### src/sv/assert_macros.svh
// Assertion helpers shared by the RTL files.
`ifndef ASSERT_MACROS_SVH
`define ASSERT_MACROS_SVH
`ifndef NO_ASSERTIONS
`define ASSERT_NEVER(lbl, clk, rst, expr) \
   lbl: assert property (@(posedge clk) disable iff (rst) !(expr)) \
      else $error("assertion failed");
`define ASSERT_NEXT(lbl, clk, rst, ante, cons) \
   lbl: assert property (@(posedge clk) disable iff (rst) (ante) |=> (cons)) \
      else $error("assertion failed");
`else
`define ASSERT_NEVER(lbl, clk, rst, expr)
`define ASSERT_NEXT(lbl, clk, rst, ante, cons)
`endif
`endif

### src/sv/cbte_pkg.sv
package cbte_pkg;

   localparam int COORD_WIDTH_DEF = 32;
   localparam int POS_W           = 32;
   localparam int DIR_W           = 16;
   localparam int T_W             = 17;
   localparam int OUT_W           = 32;
   localparam int DIR_FRAC        = 14;
   localparam int T_FRAC          = 16;
   localparam int QUEUE_DEPTH     = 2;

   localparam logic [T_W-1:0] T_ONE = T_W'(65536);

   localparam logic [1:0] CMD_LOAD_START = 2'd0;
   localparam logic [1:0] CMD_LOAD_END   = 2'd1;
   localparam logic [1:0] CMD_EVAL       = 2'd2;

   // effective coordinate width: clamp to 16..32
   function automatic int eff_width(input int cw);
      return (cw < 16) ? 16 : ((cw > 32) ? 32 : cw);
   endfunction

   typedef struct packed {
      logic [1:0]                  cmd;
      logic [2:0][POS_W-1:0]       pos;
      logic [2:0][DIR_W-1:0]       dir;
      logic [T_W-1:0]              t;
   } work_type;

   typedef struct packed {
      logic full;
      logic empty;
   } qstat_type;

endpackage

### src/sv/cbte_front.sv
module cbte_front
   import cbte_pkg::*;
#(
   parameter int COORD_WIDTH = COORD_WIDTH_DEF
) (
   input  logic                    start,
   output logic                    busy,
   input  logic [1:0]              req_command,
   input  logic signed [POS_W-1:0] req_pos_x,
   input  logic signed [POS_W-1:0] req_pos_y,
   input  logic signed [POS_W-1:0] req_pos_z,
   input  logic signed [DIR_W-1:0] req_dir_x,
   input  logic signed [DIR_W-1:0] req_dir_y,
   input  logic signed [DIR_W-1:0] req_dir_z,
   input  logic [T_W-1:0]          req_curve_t,
   input  qstat_type               qstat,
   output logic                    push,
   output work_type                push_item
);

   localparam int W = eff_width(COORD_WIDTH);

   // wrap a location into the effective width
   function automatic logic [POS_W-1:0] fit(input logic [POS_W-1:0] v);
      logic signed [W-1:0] low;
      low = v[W-1:0];
      return POS_W'(low);
   endfunction

   logic cmd_known;

   always_comb begin
      cmd_known = req_command inside {CMD_LOAD_START, CMD_LOAD_END, CMD_EVAL};
      busy      = qstat.full;
      push      = start && !qstat.full && cmd_known;

      push_item.cmd    = req_command;
      push_item.pos[0] = fit(req_pos_x);
      push_item.pos[1] = fit(req_pos_y);
      push_item.pos[2] = fit(req_pos_z);
      push_item.dir[0] = req_dir_x;
      push_item.dir[1] = req_dir_y;
      push_item.dir[2] = req_dir_z;
      push_item.t      = (req_curve_t > T_ONE) ? T_ONE : req_curve_t;
   end

endmodule

### config.mk
export PLATFORM = sky130hd
export DESIGN_NAME = cbte_front
export DESIGN_NICKNAME = d
export VERILOG_FILES = /design/src/sv/assert_macros.svh /design/src/sv/cbte_pkg.sv /design/src/sv/cbte_front.sv
export SDC_FILE = /design/constraint.sdc
export NUM_CORES = 1
export LEC_CHECK = 0
export BUFFER_PORTS_ARGS = -buffer_cell sky130_fd_sc_hd__buf_2
export CAP_MARGIN = 20
export CORE_AREA = 3 3 127 129
export DETAILED_ROUTE_END_ITERATION = 8
export DIE_AREA = 0 0 130 132
export PLACE_DENSITY = 0.49
export REMOVE_ABC_BUFFERS = 1
export SYNTH_ARGS = -nofsm -noshare
export SYNTH_HDL_FRONTEND = slang
export SYNTH_SLANG_ARGS = --single-unit
### constraint.sdc
create_clock -name vclk -period 1.3
set_input_delay 0.13 -clock vclk [all_inputs]
set_output_delay 0.13 -clock vclk [all_outputs]
set_load 0.01 [all_outputs]
# == Word level (Yosys, flattened, before mapping) ==
# Cells that the tools add are included.
# totals
out_inout_bits,165
reg_bits,0
in_bits,166
# classes
reduce_logical,5
mux,1
n_eq_ne,2
magnitude_cmp,1
# ops
op,count
$gt A17 B17 Y1 const B,1
$mux W17,1
$reduce_bool A3 Y1,1
$eq A2 B1 Y1 const B,1
$eq A2 B2 Y1 const B,1
$logic_and A1 B1 Y1,2
$logic_not A2 Y1,1
$logic_not A1 Y1,1

# == Longest topological paths before layout ==
# depth
depth_word,3
depth_mapped,3
mapped_depth_nobuf,3

# == Worst setup path before layout ==
# OpenSTA, ideal clock, no wires.
# synth_timing
path_kind,in2out
start,in req_curve_t[5]
end,out push_item[10] (netlist bit)
t_arrival_ns,0.919
path_slack_ns,0.251
path_buffers,0
path_stages,3
cell_sequence,nor4_2 > a41oi_4 > nor2b_1
# synth_rtl
element,line,rtl
from (decl),cbte_front.sv:15,"input logic [T_W-1:0] req_curve_t,"
to (decl),cbte_front.sv:18,output work_type push_item

==> flow_summary.yaml <==
grt:
  busiest_layer: "met2"
  grt_use_met2_pct: 61.58
  grt_use_met3_pct: 28.65
  antenna_found_initial: 0
  grt_max_degree: 11
  grt_pass1_wl_microns: 23000
  grt_pass1_vias: 528
  gr-total-overflow: 0
  use_met1_pct: 0.6320
  grtUsageTotal_pct: 24.01
timing:
  slew_headroom_pct: 76.69
  hold_violations: 0
  fmax_mhz: 768.8
  drv_slew: 0
  tightest_slew_ns: 0.3471
  period_share_pct: 100.1
  setup_violations: 1
  rsz0062_at_grt: "yes"
  fin_ws_ns: -0.0007825
  period_minus_slack_ns: 1.301
  hold_ws_ns: 0.2601
setup_path:
  cp-start-kind: "input pin"
  path_class: "in -> out"
  cp-end-kind: "primary output"
  cp_common_cell: "buf_2"
  critical_path.max_fanout: 5
  slowest_delay_ns: 0.39
  arrival_ns: 1.17
  crit_family: "simple AND/OR/NAND/NOR gates"
  worst_path_max_delay_cell: "nor4_4"
  crit_required_ns: 1.17
  cp_cell_sequence: "buf_2 > nor4_4 > a41oi_2 > nor2b_1 > buf_2"
  critPathBufInv: 2
placement:
  dp_hpwl_microns: 21780
  gp_congestion: 0.8501
  io_buffers: 42
synthesis:
  avgSynthCellArea_sq_um: 7.675
  synth_cells: 172
  ys_types: 9
  synth_top_area_share_pct: 83.60
  synth_area_leaders: "buf_4, nor2b_1, nor4_4"
  post-synth-top-area-cell: "buf_4"
  netlist_area_sq_mm: 0.001320
  synth_warnings: 0
  synth-seq-area-share_pct: 0
routing:
  drt_iter0_drc: 34
  totalWireLength_microns: 22190
  ant_nets: 0
  num_vias: 780
  drc: 0
  wire_per_inst_microns: 87.01
  firstDrtPassIters: 4
  vias_per_cell: 3.059
final_layout:
  final_nets: 235
  drive_gt1_share_pct: 73.13
  diodes: 0
  area_growth_pct: -45.88
  flops_and_latches: 0
  mostFrequentLayoutCell: "buf_2"
  final_util_pct: 4.717
  layout_common_cells: "buf_2, nor2b_1, nor4_4"
  regArea_sq_um: 0
  nClkBuffers: 0
power_and_ir_drop:
  power_density_mw_per_mm2: 222.3
  leakagePower_nw: 0.2492
  internal_power_w: 0.00007512
  switchingPower_w: 0.00008369
  power_w: 0.0001588
  p_seq_share_pct: 0
  ir_drop_uv: 60.07
  power.share.clock_pct: 0
  pwr-share-comb_pct: 100.0
  netSwitchingFraction_pct: 52.70
floorplanning:
  fp.dieW_microns: 130
  die_area_sq_mm: 0.01716
  die_y_microns: 132
  initial_utilization_pct: 8.715
  core_area_sq_mm: 0.01515
  rows: 45
  io_pins: 331
hold_path:
  hp-class: "in -> out"
flow_run:
  cap_viol_max_count: 0
status:
  violations: "setup timing"
  outcome: "finished with violations"
clock_tree:
  holdBufCountCts: 0
-- worst paths after layout --
path / cells after the start / endpoint / startpoint
hold / removal: 0 / push_item[76] / req_pos_x[11]
setup / recovery: 5 / push_item[6] / req_curve_t[0]
-- cell type report --
| cell class | instances | area [sq um] |
|---|---|---|
| multi-input cells | 23 | 239.0 |
| repair buffers | 42 | 232.7 |
| well taps | 188 | 235.2 |
| inverters | 2 | 7.507 |
| fillers | 1777 | 14430 |
-- cells in the mapped netlist --
master / number
nor2b_1: 15
nor2b_2: 1
inv_1: 2
nor4_4: 2
a211oi_1: 1
a41oi_4: 1
buf_4: 147
clkbuf_1: 1
nor4_2: 2
-- cells by family (layout without fill, tap and decap cells) --
family                 count (synthesis)  count (layout)  share of synthesized area, %
AOI/OAI and AO/OA                      2               3                         2.655
buffers and inverters                150              44                         84.46
and+or+nand+nor                       20              20                         12.89
-- power by group through the flow --
| stage | Combinational (W) | Sequential (W) | Clock [W] |
|---|---|---|---|
| 3_3_place_gp | 0.000139 | 0 | 0 |
| 5_1_grt | 0.000169 | 0 | 0 |
| 3_5_place_dp | 0.000140 | 0 | 0 |
| 6_report | 0.000159 | 0 | 0 |
| 2_1_floorplan | 0.0000502 | 0 | 0 |
| 4_1_cts | 0.000143 | 0 | 0 |
-- through the flow --
step	std cells	setup slack, ns	TNS (ns)	instance area (sq um)
6_report	255	-0.0007825	-0.0007825	714.4
5_1_grt	255	-0.05882	-0.2407	714.4
4_1_cts	254	0.02206	0	666.9
3_5_place_dp	254	-0.0007514	-0.0007514	658.1
3_3_place_gp	254	0.02401	0	658.1
2_1_floorplan	24	0.2508	0	212.7
-- timing repair --
item	4_1_cts	5_1_grt
resized for setup	1	8
endpoints found under the setup margin	1	10
cloned	0	1
buffers inserted	0	0
pin swaps	0	4
hold endpoints to repair	0	0
-- per-layer routing --
metal / share of wire [%] / up-vias
li1: - / 176
met1: 2.6 / 270
met2: 71 / 312
met3: 25 / 22
met4: 1.5 / 0
met5: 0 / -
Power figures use the tool's default switching activity.
