File: config.mk
export PLATFORM = sky130hd
export DESIGN_NAME = cbte_queue
export DESIGN_NICKNAME = d
export VERILOG_FILES = /design/src/sv/cbte_pkg.sv /design/src/sv/cbte_queue.sv
export VERILOG_INCLUDE_DIRS = /design/src /design/src/sv
export SDC_FILE = /design/constraint.sdc
export NUM_CORES = 1
export LEC_CHECK = 0
export BUFFER_PORTS_ARGS = -buffer_cell sky130_fd_sc_hd__buf_2
export CELL_PAD_IN_SITES_DETAIL_PLACEMENT = 1
export CELL_PAD_IN_SITES_GLOBAL_PLACEMENT = 2
export CORE_ASPECT_RATIO = 2
export CORE_MARGIN = 5
export CORE_UTILIZATION = 35
export DETAILED_ROUTE_END_ITERATION = 6
export PLACE_DENSITY = 0.77
export SYNTH_ARGS = -nofsm -noshare
export SYNTH_HDL_FRONTEND = slang
export SYNTH_SLANG_ARGS = --single-unit
export TNS_END_PERCENT = 100
File: constraint.sdc
create_clock -name clock -period 9.28 [get_ports clock]
set_input_delay 0.928 -clock clock [delete_from_list [all_inputs] [get_ports clock]]
set_output_delay 0.928 -clock clock [all_outputs]
set_load 0.02 [all_outputs]
File: src/sv/assert_macros.svh
// Assertion helpers shared by the RTL files.
`ifndef ASSERT_MACROS_SVH
`define ASSERT_MACROS_SVH
`ifndef NO_ASSERTIONS
`define ASSERT_NEVER(lbl, clk, rst, expr) \
   lbl: assert property (@(posedge clk) disable iff (rst) !(expr)) \
      else $error("assertion failed");
`define ASSERT_NEXT(lbl, clk, rst, ante, cons) \
   lbl: assert property (@(posedge clk) disable iff (rst) (ante) |=> (cons)) \
      else $error("assertion failed");
`else
`define ASSERT_NEVER(lbl, clk, rst, expr)
`define ASSERT_NEXT(lbl, clk, rst, ante, cons)
`endif
`endif

File: src/sv/cbte_pkg.sv
package cbte_pkg;

   localparam int COORD_WIDTH_DEF = 32;
   localparam int POS_W           = 32;
   localparam int DIR_W           = 16;
   localparam int T_W             = 17;
   localparam int OUT_W           = 32;
   localparam int DIR_FRAC        = 14;
   localparam int T_FRAC          = 16;
   localparam int QUEUE_DEPTH     = 2;

   localparam logic [T_W-1:0] T_ONE = T_W'(65536);

   localparam logic [1:0] CMD_LOAD_START = 2'd0;
   localparam logic [1:0] CMD_LOAD_END   = 2'd1;
   localparam logic [1:0] CMD_EVAL       = 2'd2;

   // effective coordinate width: clamp to 16..32
   function automatic int eff_width(input int cw);
      return (cw < 16) ? 16 : ((cw > 32) ? 32 : cw);
   endfunction

   typedef struct packed {
      logic [1:0]                  cmd;
      logic [2:0][POS_W-1:0]       pos;
      logic [2:0][DIR_W-1:0]       dir;
      logic [T_W-1:0]              t;
   } work_type;

   typedef struct packed {
      logic full;
      logic empty;
   } qstat_type;

endpackage

File: src/sv/cbte_queue.sv
`include "assert_macros.svh"

module cbte_queue
   import cbte_pkg::*;
(
   input  logic      clock,
   input  logic      reset,
   input  logic      push,
   input  work_type  push_item,
   input  logic      pop,
   output work_type  pop_item,
   output qstat_type qstat
);

   localparam int PW = (QUEUE_DEPTH > 1) ? $clog2(QUEUE_DEPTH) : 1;

   work_type       mem_ff [QUEUE_DEPTH];
   logic [PW-1:0]  wr_ff, wr_in;
   logic [PW-1:0]  rd_ff, rd_in;
   logic [PW:0]    cnt_ff, cnt_in;

   always_comb begin
      wr_in  = wr_ff;
      rd_in  = rd_ff;
      cnt_in = cnt_ff;
      if (push) begin
         wr_in = (wr_ff == PW'(QUEUE_DEPTH - 1)) ? '0 : wr_ff + 1'b1;
      end
      if (pop) begin
         rd_in = (rd_ff == PW'(QUEUE_DEPTH - 1)) ? '0 : rd_ff + 1'b1;
      end
      if (push && !pop) begin
         cnt_in = cnt_ff + 1'b1;
      end else if (pop && !push) begin
         cnt_in = cnt_ff - 1'b1;
      end
      qstat.full  = (cnt_ff == (PW+1)'(QUEUE_DEPTH));
      qstat.empty = (cnt_ff == '0);
      pop_item    = mem_ff[rd_ff];
   end

   always_ff @(posedge clock) begin
      if (reset) begin
         wr_ff  <= '0;
         rd_ff  <= '0;
         cnt_ff <= '0;
      end else begin
         wr_ff  <= wr_in;
         rd_ff  <= rd_in;
         cnt_ff <= cnt_in;
      end
   end

   always_ff @(posedge clock) begin
      if (push) begin
         mem_ff[wr_ff] <= push_item;
      end
   end

   `ASSERT_NEVER(a_push_full, clock, reset, push && qstat.full)
   `ASSERT_NEVER(a_pop_empty, clock, reset, pop && qstat.empty)
   `ASSERT_NEVER(a_cnt_range, clock, reset, cnt_ff > (PW+1)'(QUEUE_DEPTH))

endmodule

=== After elaboration in Yosys (flattened, before gate mapping) ===
Memory sizes are Yosys's and may differ from the RTL's. A register that Yosys moved wholly into a read port is not among the register bits.
Index checks and enable logic that the tools add are counted.

* $mul: 0
* Add/subtract/negate cells: 4
* Bitwise gates (word level): 0
* Reduce and logical (&&, ||, !) cells: 6
* Div/mod/pow operators: 0
* $lt $le $gt $ge: 0
* Muxes and demuxes: 8
* Shift operators: 0
* Equality and inequality tests: 1

{| class="wikitable"
|+ Operators with widths
! kind !! count
|-
| $mux W1 || 6
|-
| $mux W2 || 2
|-
| $add A1 B1 Y1 const B || 2
|-
| $add A2 B1 Y2 const B || 1
|-
| $eq A2 B2 Y1 const B || 1
|-
| $logic_and A1 B1 Y1 || 2
|-
| $logic_not A1 Y1 || 2
|-
| $logic_not A2 Y1 || 1
|-
| $reduce_bool A2 Y1 || 1
|-
| $sub A2 B1 Y2 const B || 1
|}

* Bits in registers: 4
* Latch bits: 0
* RAM bits: 326
* Memory bits (read-only): 0
* Output and inout bits: 165
* Memories: 1
* Word-level logic and storage cells: 23
* Bits of input ports: 167

{| class="wikitable"
|+ Memories
! name !! words !! bits a word !! read ports !! clocked after Yosys merged registers in !! write ports !! line !! text
|-
| mem_ff || 2 || 163 || 1 || 1 || 1 || cbte_queue.sv:17 || <nowiki>work_type mem_ff [QUEUE_DEPTH];</nowiki>
|}

=== Logic depth before layout (Yosys ltp) ===
Gate-level depths: netlist (run 1).

* Word-level depth: 4
* Depth in mapped cells: 5
* Gate-level depth less buffers: 5

=== Worst setup path after synthesis (run 1) ===
Ideal clock, no wire load.

* Path type: input port to flip-flop
* Start: input port push
* End: memory mem_ff[0][0] (netlist name) (enable)
* Setup time: 0.708 ns
* Slack: 0.601 ns
* Arrival time: 7.971 ns
* Data required time: 8.572 ns
* Cell stages on the path: 1
* Path buffers: 0
* Path through: nor2b_1

* Longest elaborated chain between the ends: 2

{| class="wikitable"
|+ RTL lines
! element !! line !! text
|-
| start: declaration || cbte_queue.sv:8 || <nowiki>input logic push,</nowiki>
|-
| $mux W1 || cbte_queue.sv:55 || <nowiki>if (push) begin</nowiki>
|-
| $mux W1 (implied by the code) || cbte_queue.sv:56 || <nowiki>mem_ff[wr_ff] <= push_item;</nowiki>
|-
| end: declaration || cbte_queue.sv:17 ||
|}

No other way between the ends.

==> summary.md, run 1 <==
| Metric | Value |
|---|---|
| Cell-by-cell listing of the critical path | `buf_4 -> mux2_2 -> buf_2` |
| Via density per instance | `about 4.6` |
| Area growth, synth to finish | `25.02%` |
| Highest net fanout along the worst path | `57` |
| Min-delay worst type | `reg2reg` |
| Initial core utilization | `0.3514` |
| Remaining design rule violation count | `0` |
| Outcome | `completed` |
| Pre-CTS setup slack | `about 6.0 ns` |
| DIE HEIGHT | `approximately 270 um` |
| Post-synthesis register bit count | `331` |
| Number of antenna violations at the first check in global routing | `14` |
| Buffers from clock root to sink, at most | `3` |
| Post-layout net count | `1,046` |
| Final Hold Fails | `0` |
| Max-slew headroom | `0.3059` |
| Num Clock Sinks | `between 300 and 400` |
| Crit Path Category | `reg2out` |
| Commonest non-fill, non-tap cell in the layout | `buf_2` |
| Post-Place Cell Area | `about 0.014 mm2` |
| Number of H-tree levels | `1` |
| Total iterations of the first detailed-routing run | `4` |
| Post-layout instance area | `about 0.015 mm2` |
| Sequential-to-total area share from yosys stat | `0.8080` |
| Combined global-route utilization of all metal layers | `0.1375` |
| Data arrival time of the critical path | `around 2.9 ns` |
| Post-CTS setup-driven buffer insertion count | `0` |
| Max Clock Skew | `0.007025 ns` |
| Syn Area/Cell | `between 20 and 25 um2` |
| Required time at the worst-slack endpoint | `between 8 and 9 ns` |
| Number of input and output port buffers inserted | `331` |
| Root Buffer Master | `clkbuf_16` |
| Share of the core filled with cells | `0.4393` |
| Commonest cells after routing, fill and taps aside | `buf_2, edfxtp_1, mux2_2` |
| DR vias | `6,204` |
| Via count of the first global-routing pass | `6,982` |
| Transition time of the tightest slew-check pin | `approximately 1.0 ns` |
| Core area | `about 0.035 mm2` |
| Setup TNS Final | `0 ns` |
| Maximum ir drop on the vdd rail | `~170 uV` |
| Final worst hold slack | `approximately 0.52 ns` |
| Slowest stage cell on the critical path | `buf_4` |
| Number of buffers inserted for hold repair after clock tree synthesis | `0` |
| Die span in x | `142.2 um` |
| Clock Latency Late Sink | `around 0.54 ns` |
| Share of Yosys cell area claimed by the top area cell type | `0.7998` |
| Largest net degree at the start of global routing | `~160` |
| Pins Over Slew Limit | `0` |
| Clock slew at the register clock pins of the worst setup and hold paths | `0.06 ns` |
| Nets in the synthesized netlist | `approximately 700` |
| Critical Path Sink Type | `output pin` |
| Unrepaired setup endpoints after global routing | `no` |
| # setup viols final | `0` |
| Post-DR wirelength/cell | `around 21 um` |
| Final wirelength | `about 28,000 um` |
| Yosys cell types | `16` |
| Post-synthesis instance area | `approximately 0.012 mm2` |
| Last weighted congestion value of the routability-driven placer | `0.7313` |
| Final period util | `0.4090` |
| First-iteration detailed-routing DRC count | `~190` |
| Yosys warns | `0` |
| Leakage component of the power | `slightly below 6 nW` |
| Max stage delay on crit path | `about 0.87 ns` |
| Clock tree from TritonCTS | `yes` |
| Final global-route overflow total | `0` |
| Total power divided by cell area | `approximately 220 mW/mm2` |
| Minimum clock period | `approximately 3.8 ns` |
| Cts bufs inserted | `29` |
| Library cell occupying the most area in the post-synthesis netlist | `edfxtp_1` |
| Num ports | `between 300 and 400` |
| Mapped Cells | `between 500 and 600` |
| Post-CTS Resized | `0` |
| Row Count | `97` |
| Achievable clock frequency | `about 260 MHz` |
| Share of final-layout standard cells stronger than drive strength 1 | `0.6047` |
| Die Footprint | `slightly below 0.04 mm2` |
| Cell types with the largest area share after synthesis | `edfxtp_1, mux2_4, mux2_2, buf_6, dfxtp_1` |
| First-pass GRT wire length | `about 40,000 um` |
| Maxcap violations | `0` |
| Critical path launch point type | `flop` |
| Final HPWL DP | `19,930 um` |
| Final antenna-violating net count | `0` |
| Post-route setup slack | `approximately 5.5 ns` |
[critical path: cells and delay by family, from the launching register on]
family / cells / cell delay (ns)
multiplexers: 1 / 0.43
flip-flops: 1 / 0.77
buffers and inverters: 2 / 1.03
[final cells by class]
cell class | instances | area, um2
inverters | 1 | 3.754
fillers | 3443 | 19530
diodes | 11 | 27.53
well taps | 445 | 556.8
flip-flops and latches | 331 | 9893
clock buffers | 33 | 740.7
repair buffers | 336 | 1707
multi-input cells | 179 | 2210
clock inverters | 18 | 162.7
[through the flow]
step	std cells	total power, mW
6_report	1354	3.374
5_1_grt	1352	3.525
3_5_place_dp	1292	2.263
2_1_floorplan	529	2.104
4_1_cts	1343	3.435
3_3_place_gp	1292	2.250
[synth_stat cells, drive strengths merged]
| cell type | count |
|---|---|
| edfxtp | 326 |
| inv | 1 |
| xor2 | 2 |
| ha | 1 |
| and2 | 1 |
| xnor2 | 2 |
| nor2b | 2 |
| mux2 | 163 |
| buf | 18 |
| nor2 | 5 |
| dfxtp | 5 |
| o21ai | 1 |
| a21oi | 1 |
| or3 | 1 |
[logic make-up (layout without fill, tap and decap cells)]
| kind of cell | after synthesis | count (layout) | synth area share |
|---|---|---|---|
| and+or+nand+nor | 9 | 9 | 0.003579 |
| buffers and inverters | 19 | 388 | 0.01227 |
| xor gates and xnor gates | 4 | 4 | 0.002863 |
| AOI/OAI and AO/OA | 2 | 2 | 0.0008170 |
| muxes | 163 | 163 | 0.1714 |
| other | 0 | 11 | 0 |
| adders and majority gates | 1 | 1 | 0.001022 |
| DFF | 331 | 331 | 0.8080 |
[per-layer routing]
layer	GRT usage	wire [um]
met1	0.1200	8488
met2	0.2669	16360
met3	0.03892	2012
met4	0.08215	1404
met5	0	34
[final timing paths]
check | from | end | slack, ns | depth (start not counted)
max | flop | pop_item[12] | 5.48 | 3
min | rd_ff | flop | 0.52 | 2
min reg2reg | rd_ff | flop | 0.52 | 2
max reg2reg | wr_ff | mem_ff[1][32] | 7.04 | 2
[power by group]
group | internal, mW | total (mW) | switching [mW]
clock | 0.652 | 1.16 | 0.503
combinational | 0.183 | 0.443 | 0.260
sequential | 1.75 | 1.78 | 0.0299
[flip-flops by register name, indices dropped and copies added (netlist names), named ones only]
name	flops
rd_ff	1
mem_ff	326
cnt_ff	2
wr_ff	1
Note: power is estimated with default switching activity, not from simulation.
==> run 2: changes to the inputs <==
ABC_AREA = 1   (was unset)
clock period = 3.45 ns   (was 9.28 ns; I/O delays follow)
==> summary.md, run 2 <==
| Metric | Value |
|---|---|
| Post-synth EDFFs | `between 300 and 400` |
| Source of the worst register-to-register timing path | `wr_ff` |
| Achievable clock frequency | `roughly 390 MHz` |
| # setup viols final | `0` |
| Post-CTS setup-driven buffer insertion count | `0` |
| Sequential-to-total area share from yosys stat | `0.8066` |
| Final wirelength | `slightly above 30,000 um` |
| Critical register-to-register path endpoint | `mem_ff[1][53]` |
| Most frequent cells after synthesis | `edfxtp_1, mux2_2, mux2_4` |
| Post-CTS Resized | `0` |
| Data arrival time of the critical path | `~2.2 ns` |
| Initial core utilization | `0.3520` |
| Maximum ir drop on the vdd rail | `~530 uV` |
| Cell types with the largest area share after synthesis | `edfxtp_1, mux2_4, mux2_2, buf_6, dfxtp_1` |
| Internal reg-to-reg setup slack | `around 1.8 ns` |
| Critical path launch point type | `flop` |
| Die Footprint | `around 0.039 mm2` |
| Clock tree from TritonCTS | `yes` |
| Library cell occupying the most area in the post-synthesis netlist | `edfxtp_1` |
| Post-layout instance area | `roughly 0.017 mm2` |
| Root Buffer Master | `clkbuf_16` |
| Yosys warns | `0` |
| DIE HEIGHT | `approximately 270 um` |
| Number of antenna violations at the first check in global routing | `6` |
| Register name with the most flops | `mem_ff` |
| Post-synthesis instance area | `about 0.012 mm2` |
| Cell-by-cell listing of the critical path | `buf_12 -> mux2_2 -> buf_2` |
| Syn Area/Cell | `22.70 um2` |
| Final antenna-violating net count | `0` |
| Cts bufs inserted | `30` |
| First-iteration detailed-routing DRC count | `182` |
| Row Count | `97` |
| Core area | `about 0.035 mm2` |
| Outcome | `completed` |
| Worst reg-to-reg path cell count | `3` |
| Critical Path Sink Type | `output pin` |
| Min-delay worst type | `in2reg` |
| Post-synth top flop | `edfxtp_1` |
| Via count of the first global-routing pass | `7,987` |
| Clock slew at the register clock pins of the worst setup and hold paths | `0.06 ns` |
| Total iterations of the first detailed-routing run | `4` |
| Flip-flop count of the largest register after layout | `roughly 330` |
| Pins Over Slew Limit | `0` |
| Met3 wire length | `approximately 1800 um` |
| Critical path capture point | `pop_item[47]` |
| Remaining design rule violation count | `0` |
| Highest net fanout along the worst path | `37` |
| Final Hold Fails | `0` |
| Maxcap violations | `0` |
| Num Clock Sinks | `around 330` |
| Number of H-tree levels | `1` |
| Unrepaired setup endpoints after global routing | `no` |
| Buffers from clock root to sink, at most | `3` |
| Mapped Cells | `540` |
| Post-Place Cell Area | `0.01448 mm2` |
| Total power divided by cell area | `about 540 mW/mm2` |
| Commonest non-fill, non-tap cell in the layout | `buf_2` |
| Num ports | `around 330` |
| Minimum clock period | `between 2 and 3 ns` |
| Combined global-route utilization of all metal layers | `0.1513` |
| Post-DR wirelength/cell | `19.99 um` |
| Top Registers | `mem_ff (326), cnt_ff (2)` |
| Post-layout net count | `1,227` |
| Final global-route overflow total | `0` |
| Nets in the synthesized netlist | `708` |
| Required time at the worst-slack endpoint | `3.11 ns` |
| Transition time of the tightest slew-check pin | `roughly 0.91 ns` |
| Via density per instance | `4.516` |
| Crit Path Category | `reg2out` |
| Clock Latency Late Sink | `about 0.56 ns` |
| Final HPWL DP | `between 20,000 and 25,000 um` |
| Overall power after layout | `about 9.3 mW` |
| Number of input and output port buffers inserted | `approximately 330` |
| Topmost layer with routed signal wires | `met5` |
| Die span in x | `approximately 140 um` |
| Wire length on met2 | `approximately 18,000 um` |
| DR vias | `6,923` |
| Hold Path Cell Cnt | `3` |
| Commonest cells after routing, fill and taps aside | `buf_2, edfxtp_1, dlygate4sd3_1` |
| Max stage delay on crit path | `~0.74 ns` |
| Last weighted congestion value of the routability-driven placer | `roughly 0.7` |
| Max-slew headroom | `0.3959` |
| Routed met1 length | `around 9500 um` |
| Final period util | `0.7488` |
| Setup TNS Final | `0 ns` |
| Number of inserted filler cells in the final layout | `3,351` |
| Post-synthesis register bit count | `331` |
| Yosys cell types | `16` |
| FFs w/ async S/R, synth | `0` |
| Max Clock Skew | `between 0.008 and 0.009 ns` |
| Area growth, synth to finish | `39.51%` |
| Number of buffers inserted for hold repair after clock tree synthesis | `between 150 and 200` |
| First-pass GRT wire length | `45,050 um` |
| Largest net degree at the start of global routing | `100` |
| Most frequently used cell type in the post-synthesis netlist | `edfxtp_1` |
| Slowest stage cell on the critical path | `dfxtp_4` |
| Leakage component of the power | `roughly 6.6 nW` |
| Share of Yosys cell area claimed by the top area cell type | `0.7984` |
| Share of final-layout standard cells stronger than drive strength 1 | `0.5088` |
[run 2: cell types whose count changed after synthesis, sizes merged]
cell | previous run | this run
or3 | 1 | 0
xor2 | 2 | 0
nand2 | 0 | 5
nand4 | 0 | 1
nor2b | 2 | 0
nand3 | 0 | 1
nor3 | 0 | 1
inv | 1 | 9
xnor2 | 2 | 1
nor2 | 5 | 7
and2 | 1 | 0
[run 2: kinds of logic after synthesis]
kind of cell,after synthesis,share of synthesized area
flops,331,0.8066
simple gates,15,0.005001
buf+inv,27,0.01470
compound gates,2,0.0008156
mux,163,0.1711
fa+ha+maj,1,0.001020
xor+xnor,1,0.0007145
[run 2: per-stage QoR]
step | std cells | worst slack [ns] | hold WS, ns | utilization
detailed placement | 1308 | 1.410 | 0.5056 | 0.4157
floorplan | 540 | 0.1979 | 0.4174 | -
CTS | 1528 | 0.7926 | 0.06319 | 0.4907
finish | 1533 | 0.8665 | 0.1015 | 0.4911
global route | 1533 | 0.7466 | 0.08986 | 0.4911
global placement | 1308 | 1.419 | 0.4953 | 0.4157
[run 2: area by class of cell]
cell class | instances | area, um2 | area share
tap | 445 | 556.8 | 0.03255
multi-input combinational | 182 | 2198 | 0.1285
timing repair buffer | 505 | 3436 | 0.2009
inverter | 9 | 37.54 | 0.002194
clock inverter | 22 | 183.9 | 0.01075
clock buffer | 34 | 787.0 | 0.04601
sequential | 331 | 9893 | 0.5784
antenna | 5 | 12.51 | 0.0007315
[run 2: routing by layer]
metal | GRT usage | vias to the layer above
met5 | 0 | -
met4 | 0.06134 | 2
li1 | - | 3184
met1 | 0.1382 | 3427
met3 | 0.03461 | 60
met2 | 0.3082 | 250
[run 2: power by group]
| group | internal (mW) | switching (mW) | total [mW] |
|---|---|---|---|
| registers | 4.66 | 0.0751 | 4.74 |
| logic | 0.599 | 0.700 | 1.30 |
| clock network | 1.86 | 1.42 | 3.28 |
| total | 7.12 | 2.19 | 9.31 |
[run 2: how the worst min path moves through the flow]
stage / start / slack [ns] / end
floorplan: reset / 0.42 / flop
global placement: rd_ff / 0.50 / rd_ff
detailed placement: rd_ff / 0.51 / flop
CTS: push / 0.06 / wr_ff
global route: pop / 0.09 / rd_ff
finish: push / 0.10 / wr_ff
[run 2: critical path, delay by kind of cell, from the launching register on]
family                 cells  cell delay [ns]
flip-flops                 1             0.74
buffers and inverters      2             0.50
multiplexers               1             0.41
